--- config.mk ---
export PLATFORM = sky130hd
export DESIGN_NAME = flv_avc_aac_tag_demux_core
export DESIGN_NICKNAME = d
export VERILOG_FILES = /design/src/design/flvdmx_pkg.sv /design/src/design/flv_avc_aac_tag_demux_core.sv /design/src/design/flvdmx_in_stage.sv /design/src/design/flvdmx_parser.sv /design/src/design/flvdmx_out_stage.sv
export SDC_FILE = /design/constraint.sdc
export NUM_CORES = 1
export LEC_CHECK = 0
export BUFFER_PORTS_ARGS = -buffer_cell sky130_fd_sc_hd__clkbuf_2
export CORE_MARGIN = 3
export CORE_UTILIZATION = 60
export DETAILED_ROUTE_END_ITERATION = 16
export GPL_TIMING_DRIVEN = 1
export PLACE_DENSITY = 0.78
export REMOVE_ABC_BUFFERS = 1
export SYNTH_ARGS = -nofsm -noshare
export SYNTH_HDL_FRONTEND = slang
export SYNTH_SLANG_ARGS = --single-unit
export TNS_END_PERCENT = 10
--- constraint.sdc ---
create_clock -name clk -period 7.49 [get_ports clk]
set_clock_uncertainty 0.2 [all_clocks]
set_input_delay 1.498 -clock clk [delete_from_list [all_inputs] [get_ports clk]]
set_output_delay 1.498 -clock clk [all_outputs]
set_load 0.01 [all_outputs]
--- src/design/flvdmx_pkg.sv ---
package flvdmx_pkg;

  localparam int FRAME_LEN_BITS = 32;

  localparam logic [FRAME_LEN_BITS-1:0] FRAME_LEN_MAX = '1;

  // packet kinds
  localparam logic [1:0] PKT_OTHER = 2'd0;
  localparam logic [1:0] PKT_VIDEO = 2'd1;
  localparam logic [1:0] PKT_AUDIO = 2'd2;

  // unit kinds
  localparam logic [2:0] UNIT_SPS        = 3'd0;
  localparam logic [2:0] UNIT_PPS        = 3'd1;
  localparam logic [2:0] UNIT_IDR        = 3'd2;
  localparam logic [2:0] UNIT_VIDEO      = 3'd3;
  localparam logic [2:0] UNIT_AUD_INFO_M = 3'd4;
  localparam logic [2:0] UNIT_AUD_DATA_M = 3'd6;

  localparam logic [4:0] COUNT_MASK    = 5'h1F;
  localparam logic [7:0] AVC_KEY_LEAD  = 8'h17;
  localparam logic [7:0] AAC_MONO_LEAD = 8'hAE;
  localparam logic [7:0] SEQ_HDR_MARK  = 8'h00;

  // body byte indexes
  localparam logic [3:0] SEQ_SKIP_END  = 4'd9;
  localparam logic [3:0] FR_SKIP_END   = 4'd4;
  localparam logic [3:0] FR_LEN_END    = 4'd8;
  localparam logic [3:0] AUD_START_IDX = 4'd2;
  localparam logic [3:0] INDEX_MAX     = 4'd15;

  typedef enum logic [14:0] {
    PH_IDLE     = 15'b000000000000001,
    PH_BYTE1    = 15'b000000000000010,
    PH_SEQ_SKIP = 15'b000000000000100,
    PH_COUNT    = 15'b000000000001000,
    PH_LEN_HI   = 15'b000000000010000,
    PH_LEN_LO   = 15'b000000000100000,
    PH_PS_FIRST = 15'b000000001000000,
    PH_PS_REST  = 15'b000000010000000,
    PH_FR_SKIP  = 15'b000000100000000,
    PH_FR_LEN   = 15'b000001000000000,
    PH_FR_FIRST = 15'b000010000000000,
    PH_FR_REST  = 15'b000100000000000,
    PH_AUD_INFO = 15'b001000000000000,
    PH_AUD_DATA = 15'b010000000000000,
    PH_DROP     = 15'b100000000000000
  } phase_t;

  typedef struct packed {
    logic [1:0] packet_kind;
    logic [7:0] body_byte;
    logic       packet_first;
    logic       packet_last;
  } item_t;

  typedef struct packed {
    logic [2:0] unit_kind;
    logic [7:0] payload_byte;
    logic       unit_first;
    logic       unit_last;
    logic       truncated;
  } result_t;

endpackage

--- src/design/flv_avc_aac_tag_demux_core.sv ---
// Path: the input register and then the result register lie between an input
// transaction and the result transaction it causes. Throughput: one body byte per
// cycle while the result register is not held by a stalled m_tready.
// Reset (rst, synchronous, active high) empties both registers and returns the
// parser to idle, waiting for a packet start.
module flv_avc_aac_tag_demux_core (
  input  logic       clk,
  input  logic       rst,
  input  logic       s_tvalid,
  output logic       s_tready,
  input  logic [7:0] s_tdata,   // body_byte
  input  logic [2:0] s_tuser,   // packet_kind[1:0], packet_first[2]
  input  logic       s_tlast,   // packet_last
  output logic       m_tvalid,
  input  logic       m_tready,
  output logic [7:0] m_tdata,   // payload_byte
  output logic [4:0] m_tuser,   // unit_kind[2:0], unit_first[3], truncated[4]
  output logic       m_tlast    // unit_last
);

  logic                item_valid;
  flvdmx_pkg::item_t   item;
  logic                consume;
  logic                space;
  logic                emit;
  flvdmx_pkg::result_t res;

  assign consume = item_valid && space;

  flvdmx_in_stage u_in (
    .clk        (clk),
    .rst        (rst),
    .s_tvalid   (s_tvalid),
    .s_tready   (s_tready),
    .s_tdata    (s_tdata),
    .s_tuser    (s_tuser),
    .s_tlast    (s_tlast),
    .consume    (consume),
    .item_valid (item_valid),
    .item       (item)
  );

  flvdmx_parser u_parser (
    .clk     (clk),
    .rst     (rst),
    .consume (consume),
    .item    (item),
    .emit    (emit),
    .res     (res)
  );

  flvdmx_out_stage u_out (
    .clk      (clk),
    .rst      (rst),
    .load     (consume && emit),
    .res      (res),
    .space    (space),
    .m_tvalid (m_tvalid),
    .m_tready (m_tready),
    .m_tdata  (m_tdata),
    .m_tuser  (m_tuser),
    .m_tlast  (m_tlast)
  );

  a_no_overwrite: assert property (@(posedge clk) disable iff (rst)
    m_tvalid && !m_tready |-> !consume)
    else $error("result register overwritten while stalled");

  a_empty_ready: assert property (@(posedge clk) disable iff (rst)
    !item_valid |-> s_tready)
    else $error("empty input register not ready");

  a_consume_needs_item: assert property (@(posedge clk) disable iff (rst)
    consume |-> item_valid)
    else $error("parser advanced without an item");

endmodule

--- src/design/flvdmx_in_stage.sv ---
module flvdmx_in_stage (
  input  logic               clk,
  input  logic               rst,
  input  logic               s_tvalid,
  output logic               s_tready,
  input  logic [7:0]         s_tdata,  // body_byte
  input  logic [2:0]         s_tuser,  // packet_kind[1:0], packet_first[2]
  input  logic               s_tlast,  // packet_last
  input  logic               consume,
  output logic               item_valid,
  output flvdmx_pkg::item_t  item
);

  assign s_tready = !item_valid || consume;

  always_ff @(posedge clk) begin
    if (rst) begin
      item_valid <= 1'b0;
    end else if (s_tvalid && s_tready) begin
      item_valid <= 1'b1;
    end else if (consume) begin
      item_valid <= 1'b0;
    end
  end

  always_ff @(posedge clk) begin
    if (s_tvalid && s_tready) begin
      item.packet_kind  <= s_tuser[1:0];
      item.body_byte    <= s_tdata;
      item.packet_first <= s_tuser[2];
      item.packet_last  <= s_tlast;
    end
  end

endmodule

--- src/design/flvdmx_parser.sv ---
module flvdmx_parser (
  input  logic                clk,
  input  logic                rst,
  input  logic                consume,
  input  flvdmx_pkg::item_t   item,
  output logic                emit,
  output flvdmx_pkg::result_t res
);

  flvdmx_pkg::phase_t parse_phase, parse_phase_next;
  logic [3:0]  header_index, header_index_next;
  logic [7:0]  leading_byte, leading_byte_next;
  logic [1:0]  latched_kind, latched_kind_next;
  logic [4:0]  units_left, units_left_next;
  logic        in_pps_list, in_pps_list_next;
  logic [flvdmx_pkg::FRAME_LEN_BITS-1:0] bytes_left, bytes_left_next;
  logic [23:0] length_partial, length_partial_next;

  logic [flvdmx_pkg::FRAME_LEN_BITS-1:0] bytes_dec;
  logic [31:0] full_len;
  logic        len_sat;
  logic        done;
  logic [4:0]  units_dec;
  logic [7:0]  b;
  logic        last;

  assign b         = item.body_byte;
  assign last      = item.packet_last;
  assign bytes_dec = bytes_left - flvdmx_pkg::FRAME_LEN_BITS'(1);
  assign done      = (bytes_dec == '0);
  assign units_dec = units_left - 5'd1;
  assign full_len  = {length_partial, b};
  assign len_sat   = (flvdmx_pkg::FRAME_LEN_BITS < 32) &&
                     ((full_len >> flvdmx_pkg::FRAME_LEN_BITS) != 32'd0);

  always_comb begin
    parse_phase_next    = parse_phase;
    header_index_next   = header_index;
    leading_byte_next   = leading_byte;
    latched_kind_next   = latched_kind;
    units_left_next     = units_left;
    in_pps_list_next    = in_pps_list;
    bytes_left_next     = bytes_left;
    length_partial_next = length_partial;
    emit                = 1'b0;
    res                 = '0;
    res.payload_byte    = b;

    if (item.packet_first) begin
      latched_kind_next   = item.packet_kind;
      leading_byte_next   = b;
      header_index_next   = 4'd1;
      units_left_next     = '0;
      in_pps_list_next    = 1'b0;
      bytes_left_next     = '0;
      length_partial_next = '0;
      if (last) begin
        parse_phase_next = flvdmx_pkg::PH_IDLE;
      end else if (item.packet_kind == flvdmx_pkg::PKT_VIDEO ||
                   item.packet_kind == flvdmx_pkg::PKT_AUDIO) begin
        parse_phase_next = flvdmx_pkg::PH_BYTE1;
      end else begin
        parse_phase_next = flvdmx_pkg::PH_DROP;
      end
    end else if (parse_phase != flvdmx_pkg::PH_IDLE) begin
      case (parse_phase)
        flvdmx_pkg::PH_BYTE1: begin
          if (latched_kind == flvdmx_pkg::PKT_VIDEO) begin
            parse_phase_next = (b == flvdmx_pkg::SEQ_HDR_MARK) ?
                               flvdmx_pkg::PH_SEQ_SKIP : flvdmx_pkg::PH_FR_SKIP;
          end else begin
            parse_phase_next = (b == flvdmx_pkg::SEQ_HDR_MARK) ?
                               flvdmx_pkg::PH_AUD_INFO : flvdmx_pkg::PH_AUD_DATA;
          end
        end
        flvdmx_pkg::PH_SEQ_SKIP: begin
          if (header_index >= flvdmx_pkg::SEQ_SKIP_END) begin
            in_pps_list_next = 1'b0;
            parse_phase_next = flvdmx_pkg::PH_COUNT;
          end
        end
        flvdmx_pkg::PH_COUNT: begin
          units_left_next = b[4:0] & flvdmx_pkg::COUNT_MASK;
          if ((b[4:0] & flvdmx_pkg::COUNT_MASK) == 5'd0) begin
            in_pps_list_next = 1'b1;
            parse_phase_next = in_pps_list ? flvdmx_pkg::PH_DROP : flvdmx_pkg::PH_COUNT;
          end else begin
            parse_phase_next = flvdmx_pkg::PH_LEN_HI;
          end
        end
        flvdmx_pkg::PH_LEN_HI: begin
          length_partial_next = {16'd0, b};
          parse_phase_next    = flvdmx_pkg::PH_LEN_LO;
        end
        flvdmx_pkg::PH_LEN_LO: begin
          bytes_left_next = flvdmx_pkg::FRAME_LEN_BITS'({length_partial[7:0], b});
          if ({length_partial[7:0], b} == 16'd0) begin
            units_left_next = units_dec;
            if (units_dec == 5'd0) begin
              in_pps_list_next = 1'b1;
              parse_phase_next = in_pps_list ? flvdmx_pkg::PH_DROP : flvdmx_pkg::PH_COUNT;
            end else begin
              parse_phase_next = flvdmx_pkg::PH_LEN_HI;
            end
          end else begin
            parse_phase_next = flvdmx_pkg::PH_PS_FIRST;
          end
        end
        flvdmx_pkg::PH_PS_FIRST, flvdmx_pkg::PH_PS_REST: begin
          emit            = 1'b1;
          res.unit_kind   = in_pps_list ? flvdmx_pkg::UNIT_PPS : flvdmx_pkg::UNIT_SPS;
          res.unit_first  = (parse_phase == flvdmx_pkg::PH_PS_FIRST);
          res.unit_last   = done || last;
          res.truncated   = !done && last;
          bytes_left_next = bytes_dec;
          if (done) begin
            units_left_next = units_dec;
            if (units_dec == 5'd0) begin
              in_pps_list_next = 1'b1;
              parse_phase_next = in_pps_list ? flvdmx_pkg::PH_DROP : flvdmx_pkg::PH_COUNT;
            end else begin
              parse_phase_next = flvdmx_pkg::PH_LEN_HI;
            end
          end else begin
            parse_phase_next = flvdmx_pkg::PH_PS_REST;
          end
        end
        flvdmx_pkg::PH_FR_SKIP: begin
          if (header_index >= flvdmx_pkg::FR_SKIP_END) begin
            length_partial_next = '0;
            parse_phase_next    = flvdmx_pkg::PH_FR_LEN;
          end
        end
        flvdmx_pkg::PH_FR_LEN: begin
          if (header_index < flvdmx_pkg::FR_LEN_END) begin
            length_partial_next = {length_partial[15:0], b};
          end else begin
            bytes_left_next  = len_sat ? flvdmx_pkg::FRAME_LEN_MAX :
                               full_len[flvdmx_pkg::FRAME_LEN_BITS-1:0];
            parse_phase_next = (full_len == 32'd0) ? flvdmx_pkg::PH_DROP :
                               flvdmx_pkg::PH_FR_FIRST;
          end
        end
        flvdmx_pkg::PH_FR_FIRST, flvdmx_pkg::PH_FR_REST: begin
          emit             = 1'b1;
          res.unit_kind    = (leading_byte == flvdmx_pkg::AVC_KEY_LEAD) ?
                             flvdmx_pkg::UNIT_IDR : flvdmx_pkg::UNIT_VIDEO;
          res.unit_first   = (parse_phase == flvdmx_pkg::PH_FR_FIRST);
          res.unit_last    = done || last;
          res.truncated    = !done && last;
          bytes_left_next  = bytes_dec;
          parse_phase_next = done ? flvdmx_pkg::PH_DROP : flvdmx_pkg::PH_FR_REST;
        end
        flvdmx_pkg::PH_AUD_INFO, flvdmx_pkg::PH_AUD_DATA: begin
          emit          = 1'b1;
          res.unit_kind = ((parse_phase == flvdmx_pkg::PH_AUD_INFO) ?
                           flvdmx_pkg::UNIT_AUD_INFO_M : flvdmx_pkg::UNIT_AUD_DATA_M) |
                          {2'b00, leading_byte != flvdmx_pkg::AAC_MONO_LEAD};
          res.unit_first = (header_index == flvdmx_pkg::AUD_START_IDX);
          res.unit_last  = last;
          res.truncated  = 1'b0;
        end
        default: begin
        end
      endcase

      if (header_index < flvdmx_pkg::INDEX_MAX) begin
        header_index_next = header_index + 4'd1;
      end
      if (last) begin
        parse_phase_next = flvdmx_pkg::PH_IDLE;
      end
    end
  end

  always_ff @(posedge clk) begin
    if (rst) begin
      parse_phase    <= flvdmx_pkg::PH_IDLE;
      header_index   <= '0;
      leading_byte   <= '0;
      latched_kind   <= '0;
      units_left     <= '0;
      in_pps_list    <= 1'b0;
      bytes_left     <= '0;
      length_partial <= '0;
    end else if (consume) begin
      parse_phase    <= parse_phase_next;
      header_index   <= header_index_next;
      leading_byte   <= leading_byte_next;
      latched_kind   <= latched_kind_next;
      units_left     <= units_left_next;
      in_pps_list    <= in_pps_list_next;
      bytes_left     <= bytes_left_next;
      length_partial <= length_partial_next;
    end
  end

  a_trunc_closes: assert property (@(posedge clk) disable iff (rst)
    emit && res.truncated |-> res.unit_last)
    else $error("truncated byte without unit end");

  a_no_emit_on_first: assert property (@(posedge clk) disable iff (rst)
    emit |-> !item.packet_first)
    else $error("result on packet start byte");

  a_restart_index: assert property (@(posedge clk) disable iff (rst)
    consume && item.packet_first |=> header_index == 4'd1)
    else $error("packet start did not restart byte index");

  a_idle_after_last: assert property (@(posedge clk) disable iff (rst)
    consume && item.packet_last |=> parse_phase == flvdmx_pkg::PH_IDLE)
    else $error("parser not idle after packet end");

endmodule

--- src/design/flvdmx_out_stage.sv ---
module flvdmx_out_stage (
  input  logic                clk,
  input  logic                rst,
  input  logic                load,
  input  flvdmx_pkg::result_t res,
  output logic                space,
  output logic                m_tvalid,
  input  logic                m_tready,
  output logic [7:0]          m_tdata,  // payload_byte
  output logic [4:0]          m_tuser,  // unit_kind[2:0], unit_first[3], truncated[4]
  output logic                m_tlast   // unit_last
);

  assign space = !m_tvalid || m_tready;

  always_ff @(posedge clk) begin
    if (rst) begin
      m_tvalid <= 1'b0;
    end else if (load) begin
      m_tvalid <= 1'b1;
    end else if (m_tready) begin
      m_tvalid <= 1'b0;
    end
  end

  always_ff @(posedge clk) begin
    if (load) begin
      m_tdata <= res.payload_byte;
      m_tuser <= {res.truncated, res.unit_first, res.unit_kind};
      m_tlast <= res.unit_last;
    end
  end

endmodule

==> impl_results.md, run 1 <==
* Synth-to-layout area growth at 10.5%
* Layout cells sized above 1 at 0.122
* Final Net Count at ~860
* Synth top area cells: dfxtp_1 (27%), edfxtp_1 (12%), a21oi_1 (7.5%), nor2_1 (4.9%), nand2_1 (4.8%)
* P per Cell Area at 210 mW/mm²
* EDFF count, synth at 26
* Initial Utilization at 0.620
* CTS Hold Bufs at 0
* Post-synth top flop: dfxtp_1
* I/O pin total at 32
* Leading area contributor after synthesis: dfxtp_1
* CP delay by family, top: simple AND/OR/NAND/NOR gates
* GR Util All Layers at 0.297
* Global-route wire length before repair at around 30000 µm
* First DRT Iteration DRCs at between 600 and 700
* Vias per inst at 6.48
* FF+latch count, synth at 119
* Sequential area share after synthesis at 0.390
* Relative slew margins at 0.120
* # DRC at 0
* Outcome: finished, final reports clean
* Post-synth top area share at 0.275
* HP Class: reg -> reg
* Average wire per standard cell at roughly 19 µm
* Setup TNS at 0 ns
* DRT Pass-1 Iters at 5
* Final Hold Fails at 0
* Dpl cells at 955
* Routability cong. at roughly 0.95
* Die area at 0.0126 mm²
* Cell Rows at 38
* Chip Height at 112 µm
* Synth cell types at 69
* Syn Inst Count at 842
* Die W at between 100 and 150 µm
* Clock transition at path regs at 0.06 ns
* Fmax at 225 MHz
* Antenna cell count at 0
* CP Class: reg -> reg
* CTS tree: done
* Avg Synthesized Cell Area at 8.05 µm²
* Hold path depth at 2
* Post-route clock period utilization at 0.594
* Highest-delay cell along the critical path: nor3_2
* Unrepaired setup endpoints after global routing: false
* Hold path startpoint: u_parser.latched_kind[1]$_SDFFE_PP0P_
* Final std cells w/o fill at between 900 and 1k
* Port bufs at 31
* YS warnings at 0
* Vias in the first global route at 6015
* Worst R2R Path Depth at 10
* Largest buffer count on any clock path at 2
* Total of max-cap violations at 0
* Core Area at 0.0109 mm²
* Hold Crit Endpoint: u_parser.latched_kind[1]$_SDFFE_PP0P_
* Initial antenna violation count at 0
* Synth top cells by count: a21oi_1 (101), dfxtp_1 (93), nor2_1 (88), nand2_1 (87), clkbuf_1 (56)
* Slew @ Worst Pin at ~1.3 ns
* Worst vdd ir at about 210 µV
* Routed Antenna Nets at 0
* Crit path max fanout at 19
* Syn Std Cell Area at 0.00678 mm²
* Slew Viols, Final at 0
* CTS Buf Count at 17
* Pleak at 2.54 nW
* Tmin final at 4.45 ns
* CP peak stage delay at 1.08 ns
* Root Driver: clkbuf_16
* WP data required at 7.60 ns
* CP endpoint kind: flip-flop
* Endpoints failing setup at 0
* Hpwl dp at 12200 µm
* Post_cts resized at 0
* Clock sink total at 119
* Htree depth at 4
* Vias post-DR at 6391
* Drt total wl at 18300 µm
* CP Cell Sequence: or4_4 > or3_1 > nor3_2 > nor2_1 > o31a_1 > o21ai_1 > o21bai_1 > buf_4 > a21oi_1 > a211oi_1
* Skew-Pair Late Insertion Delay at between 0.4 and 0.5 ns
* Crit path buffers/inverters at 1
* FFs w/ async S/R, synth at 0
* Critical path startpoint category: flip-flop
* Post-CTS Repair Setup Buffers at 0
* Filler cells at 886
* FF-to-FF End: u_parser.parse_phase[3]$_SDFFE_PP0P_
* R2r startpoint: u_parser.parse_phase[12]$_SDFFE_PP0P_
* Pin count of the biggest net entering global routing at between 90 and 100
* GRT overflow at 0
* Setup slack, reg-to-reg at 3.04 ns
* Arr. time, crit path at 4.56 ns
* Most common cell in the netlist: a21oi_1
## logic make-up (layout without fill, tap and decap cells)
logic type,after synthesis,after routing,share of synthesized area
flops,119,119,0.390
fa+ha+maj,8,8,0.0148
xor+xnor,36,36,0.0465
buf+inv,82,87,0.0507
compound gates,202,202,0.185
simple gates,390,390,0.306
mux,5,5,0.00775
## layout make-up
type                            instances  area [µm²]  area share
Clock buffer                           20         468      0.0624
Clock inverter                         12         115      0.0154
Timing Repair Buffer                   41         230      0.0307
Tap cell                              140         175      0.0234
Inverter                               14        52.6     0.00701
Multi-Input combinational cell        641        3810       0.509
Sequential cell                       119        2640       0.353
## tightest hold or removal path, cell delays in order (launching register included)
cell and delay [ns]:
dfxtp_1 0.30, nand2_1 0.06, a21oi_1 0.06
## metal layers
metal / global-route usage / part of all wire / vias up
li1: - / - / 3061
met1: 0.398 / 0.43 / 2997
met3: 0.0566 / 0.074 / 39
met2: 0.472 / 0.47 / 294
met4: 0.126 / 0.026 / 0
met5: 0 / 0 / -
## where the power goes
part           total, mW  switching [mW]  leakage (nW)  internal [mW]
Sequential         0.678          0.0133         0.981          0.664
Clock              0.791           0.304         0.279          0.487
Combinational      0.102          0.0676          1.28         0.0343
## cells in the final DEF, fill, tap and decap left out, drive strengths merged, types with 19 or more instances in the layout
| cell | count |
|---|---|
| nand3 | 39 |
| o21ai | 28 |
| nand2 | 87 |
| xor2 | 19 |
| clkbuf | 50 |
| edfxtp | 26 |
| a21oi | 101 |
| dfxtp | 93 |
| nor3 | 45 |
| nor4 | 28 |
| nor2 | 88 |
## how the worst max path moves through the flow
stage                                                from                                   end  slack (ns)  cells past startpoint
floorplan           u_parser.parse_phase[12]$_SDFFE_PP0P_  u_parser.bytes_left[14]$_SDFFE_PP0P_        2.29                      8
global placement    u_parser.parse_phase[12]$_SDFFE_PP0P_  u_parser.parse_phase[9]$_SDFFE_PP0P_        3.23                     10
detailed placement  u_parser.parse_phase[12]$_SDFFE_PP0P_  u_parser.parse_phase[3]$_SDFFE_PP0P_        3.14                     10
CTS                 u_parser.parse_phase[12]$_SDFFE_PP0P_  u_parser.parse_phase[3]$_SDFFE_PP0P_        3.08                     10
global route        u_parser.parse_phase[12]$_SDFFE_PP0P_  u_parser.parse_phase[3]$_SDFFE_PP0P_        2.79                     10
finish              u_parser.parse_phase[12]$_SDFFE_PP0P_  u_parser.parse_phase[3]$_SDFFE_PP0P_        3.04                     10
## metrics by stage
step	power, mW	util	setup slack, ns	hold slack (ns)	instance area [µm²]
global placement	0.787	0.632	3.23	0.236	6910
floorplan	0.753	-	2.29	0.225	6490
CTS	1.58	0.685	3.08	0.262	7500
finish	1.57	0.685	3.04	0.263	7500
detailed placement	0.790	0.632	3.14	0.251	6910
global route	1.62	0.685	2.79	0.286	7500
## state kept, by name, indices dropped and copies added (netlist names)
| register | count |
|---|---|
| u_out.m_tuser | 5 |
| u_parser.bytes_left | 32 |
| u_parser.header_index | 4 |
| u_parser.in_pps_list | 1 |
| u_in.item | 12 |
| u_out.m_tvalid | 1 |
| u_out.m_tlast | 1 |
| u_parser.latched_kind | 2 |
| u_out.m_tdata | 8 |
| u_parser.units_left | 5 |
| u_parser.leading_byte | 8 |
| u_parser.parse_phase | 15 |
| u_in.item_valid | 1 |
| u_parser.length_partial | 24 |
(Power assumes the default switching activity.)
==> run 2: changes to the inputs <==
--- a/config.mk
+++ b/config.mk
@@ -5,12 +5,13 @@
 export SDC_FILE = /design/constraint.sdc
 export NUM_CORES = 1
 export LEC_CHECK = 0
+export ABC_AREA = 1
 export BUFFER_PORTS_ARGS = -buffer_cell sky130_fd_sc_hd__clkbuf_2
 export CORE_MARGIN = 3
-export CORE_UTILIZATION = 60
+export CORE_UTILIZATION = 56
 export DETAILED_ROUTE_END_ITERATION = 16
 export GPL_TIMING_DRIVEN = 1
-export PLACE_DENSITY = 0.78
+export PLACE_DENSITY = 0.77
 export REMOVE_ABC_BUFFERS = 1
 export SYNTH_ARGS = -nofsm -noshare
 export SYNTH_HDL_FRONTEND = slang
==> constraint.sdc (replaced) <==
create_clock -name clk -period 4 [get_ports clk]
set_clock_uncertainty 0.2 [all_clocks]
set_input_delay 0.8 -clock clk [delete_from_list [all_inputs] [get_ports clk]]
set_output_delay 0.8 -clock clk [all_outputs]
set_load 0.01 [all_outputs]
==> run 2 against run 1 <==
  * Setup slack worse by 2.2 ns
  * Largest cell class unchanged
  * Sequential power grew 93%
  * Combinational power rose to 4.0 times the previous value
  * Flip-flop and latch count unchanged
  * Via count grew 2.1%
  * Die area grew 9.6%
  * Non-clock buffer count is the same
  * Design area increased by 4.5%
  * First-iteration DRC count increased by 1.1%
  * Register-to-register slack got worse by 2.2 ns
  * Wire length is 2.8% lower
==> impl_results.md, run 2 <==
* Outcome: finished, final reports clean
* Most flops, register: u_parser.bytes_left
* Most frequent cells in the layout: nand2_1 (253), inv_1 (126), nor2_1 (101), dfxtp_1 (93), a21oi_1 (84)
* Relative slew margins at 0.327 (+0.207)
* Post-synth top flop: dfxtp_1
* GR Util All Layers at 0.263 (-0.0343)
* Filler cells at 1110 (+25%)
* Fmax at 318 MHz (+41%)
* Unrepaired setup endpoints after global routing: false
* Tmin final at 3.14 ns (-1.30 ns)
* Synth-to-layout area growth at 12.3%
* Post_cts resized at 0 (unchanged)
* Post-synth top area share at 0.267 (-0.00759)
* Arr. time, crit path at 3.29 ns (-1.27 ns)
* Largest register FFs at 32 (unchanged)
* Slew @ Worst Pin at 0.996 ns (-0.319 ns)
* Post-CTS Repair Setup Buffers at 0 (unchanged)
* EDFF count, synth at 26 (unchanged)
* Port bufs at 31 (unchanged)
* Htree depth at 4 (unchanged)
* Routability cong. at 0.971 (+2.0%)
* Global-route wire length before repair at 29400 µm (-2.2%)
* Average wire per standard cell at 14.8 µm (-20%)
* Hold Crit Endpoint: u_parser.latched_kind[0]$_SDFFE_PP0P_
* Multi-input gate area at 0.00365 mm² (-4.3%)
* Synth Area in XOR/XNOR at 0.0100 (-0.0364)
* Syn Inst Count at 993 (+18%)
* First DRT Iteration DRCs at 640 (+1.1%)
* Vias per inst at 5.44 (-16%)
* Cell Rows at 40 (+5.3%)
* DRT Pass-1 Iters at 5 (unchanged)
* Vias in the first global route at 6074 (+0.98%)
* Slew Viols, Final at 0 (unchanged)
* Compound-Gate Fraction of Synth Area at 0.177 (-0.00743)
* Core Area at 0.0121 mm² (+11%)
* FF-to-FF End: u_parser.parse_phase[9]$_SDFFE_PP0P_
* Largest buffer count on any clock path at 2 (unchanged)
* Initial Utilization at 0.576 (-0.0443)
* CP endpoint kind: flip-flop
* Crit path max fanout at 22 (+3)
* Post-Synth Simple-Gate Area at 0.322 (+0.0158)
* FF+latch count, synth at 119 (unchanged)
* Syn Std Cell Area at 0.00697 mm² (+2.8%)
* Setup slack, reg-to-reg at 0.86 ns (-2.19 ns)
* Final Net Count at 1042 (+21%)
* Clock transition at path regs at 0.06 ns (about the same)
* HP Class: reg -> reg
* Synth top area cells: dfxtp_1 (27%), nand2_1 (14%), edfxtp_1 (11%), inv_1 (6.8%), a21oi_1 (6.0%)
* R2r startpoint: u_in.item[1]$_DFFE_PP_
* Antenna cell count at 0 (unchanged)
* Top flop regs: u_parser.bytes_left x32, u_parser.length_partial x24, u_parser.parse_phase x15
* Avg Synthesized Cell Area at 7.02 µm² (-13%)
* # DRC at 0 (unchanged)
* FFs w/ async S/R, synth at 0 (unchanged)
* GRT overflow at 0 (unchanged)
* CP Class: reg -> reg
* CTS tree: done
* CTS Buf Count at 17 (unchanged)
* Largest family of logic cells by synthesized area: simple AND/OR/NAND/NOR gates
* Hold path startpoint: u_parser.latched_kind[0]$_SDFFE_PP0P_
* Synth cell types at 47 (-32%)
* Final Hold Fails at 0 (unchanged)
* P per Cell Area at 417 mW/mm² (+99%)
* Worst R2R Path Depth at 10 (unchanged)
* Endpoints failing setup at 0 (unchanged)
* Final hold slack at 0.264 ns (+0.000914 ns)
* Register area at 0.00264 mm² (unchanged)
* Layout cells sized above 1 at 0.134 (+0.0122)
* Hold path depth at 2 (unchanged)
* Total of max-cap violations at 0 (unchanged)
* Drt total wl at 17800 µm (-2.8%)
* Area share of fa/ha/maj cells after synthesis at 0.0144 (-0.000408)
* Routed Antenna Nets at 0 (unchanged)
* Die area at 0.0138 mm² (+9.6%)
* WP data required at 4.14 ns (-3.46 ns)
* Die W at 118 µm (+4.7%)
* Skew-Pair Late Insertion Delay at 0.43 ns (about the same)
* Leading cell type in the layout, fill and taps excluded: nand2_1
* Critical path startpoint category: flip-flop
* Mux contribution to synthesized area at 0 (-0.00775)
* Pleak at 3.40 nW (+34%)
* Root Driver: clkbuf_16
* Worst vdd ir at 348 µV (+68%)
* Clock sink total at 119 (unchanged)
* CTS Hold Bufs at 0 (unchanged)
* Post-route clock period utilization at 0.786 (+0.192)
* YS warnings at 0 (unchanged)
* Chip Height at 118 µm (+4.7%)
* Hpwl dp at 12700 µm (+4.4%)
* Pin count of the biggest net entering global routing at 73 (-22%)
* Leading area contributor after synthesis: dfxtp_1
* Layout Utilization at 0.647 (-0.0388)
* Sequential area share after synthesis at 0.379 (-0.0108)
* I/O pin total at 32 (unchanged)
* Most common cell in the netlist: nand2_1
* Setup TNS at 0 ns (unchanged)
* Vias post-DR at 6528 (+2.1%)
* Synth top cells by count: nand2_1 (253), inv_1 (126), nor2_1 (101), dfxtp_1 (93), a21oi_1 (84)
* Initial antenna violation count at 0 (unchanged)
## run 2: cell count changes after synthesis, moves of 13 or more
cell,previous run,this run
nor2_1,88,101
or3_1,13,0
nor3_1,43,27
xnor2_1,17,1
nor4_1,24,6
a211oi_2,0,17
inv_1,14,126
nand2_1,87,253
o21ai_0,25,49
a21oi_1,101,84
clkbuf_1,56,19
or4_1,13,0
a22oi_1,16,1
## run 2: worst max-delay path by stage
stage / endpoint / cells after the start / from / slack [ns]
finish: u_parser.parse_phase[9]$_SDFFE_PP0P_ / 10 / u_in.item[1]$_DFFE_PP_ / 0.86
global route: u_parser.length_partial[14]$_SDFFE_PP0P_ / 10 / u_parser.parse_phase[0]$_SDFFE_PP1P_ / 0.63
CTS: u_parser.parse_phase[9]$_SDFFE_PP0P_ / 10 / u_in.item[1]$_DFFE_PP_ / 0.94
detailed placement: u_parser.length_partial[14]$_SDFFE_PP0P_ / 10 / u_parser.parse_phase[0]$_SDFFE_PP1P_ / 0.97
global placement: u_parser.length_partial[4]$_SDFFE_PP0P_ / 10 / u_parser.parse_phase[7]$_SDFFE_PP0P_ / 1.03
floorplan: u_parser.length_partial[16]$_SDFFE_PP0P_ / 10 / u_parser.parse_phase[7]$_SDFFE_PP0P_ / 0.93
## run 2: kinds of logic (layout without fill, tap and decap cells)
family                     count (synthesis)  after routing
DFF                                      119            119
AOI/OAI and AO/OA                        199            199
buffers and inverters                    166            204
adders and majority gates                  8              8
and+or+nand+nor                          493            493
xor gates and xnor gates                   8              8
## run 2: critical path: stages, from the launching register on
cell,delay [ns]
edfxtp_1,0.81
inv_1,0.31
nand2_1,0.14
nor2_1,0.05
nor2_1,0.27
nand3_1,0.16
nand2_1,0.11
nand2_2,0.24
nor3_1,0.44
nand3_1,0.17
a21oi_1,0.16
## run 2: routing by layer
layer / GRT usage / vias to the layer above / wire length, µm
li1: - / 3320 / -
met2: 0.421 / 234 / 8330
met1: 0.341 / 2938 / 7700
met5: 0 / - / 0
met4: 0.125 / 0 / 602
met3: 0.0533 / 36 / 1130
## run 2: power breakdown
part	switching, mW	internal (mW)
clock network	0.613	0.941
registers	0.0399	1.27
logic	0.275	0.131
total	0.927	2.34
## run 2: final cells by class
class / count / share of cell area
multi-input combinational: 708 / 0.466
sequential: 119 / 0.337
inverter: 131 / 0.0634
clock buffer: 17 / 0.0543
timing repair buffer: 41 / 0.0294
tap: 168 / 0.0268
clock inverter: 15 / 0.0227
## run 2: through the flow
step,power [mW],instance area [µm²],worst slack [ns],std cells
floorplan,1.62,6790,0.930,958
global placement,1.73,7230,1.03,1167
detailed placement,1.73,7230,0.968,1167
CTS,3.29,7830,0.945,1199
global route,3.40,7830,0.635,1199
finish,3.27,7830,0.855,1199
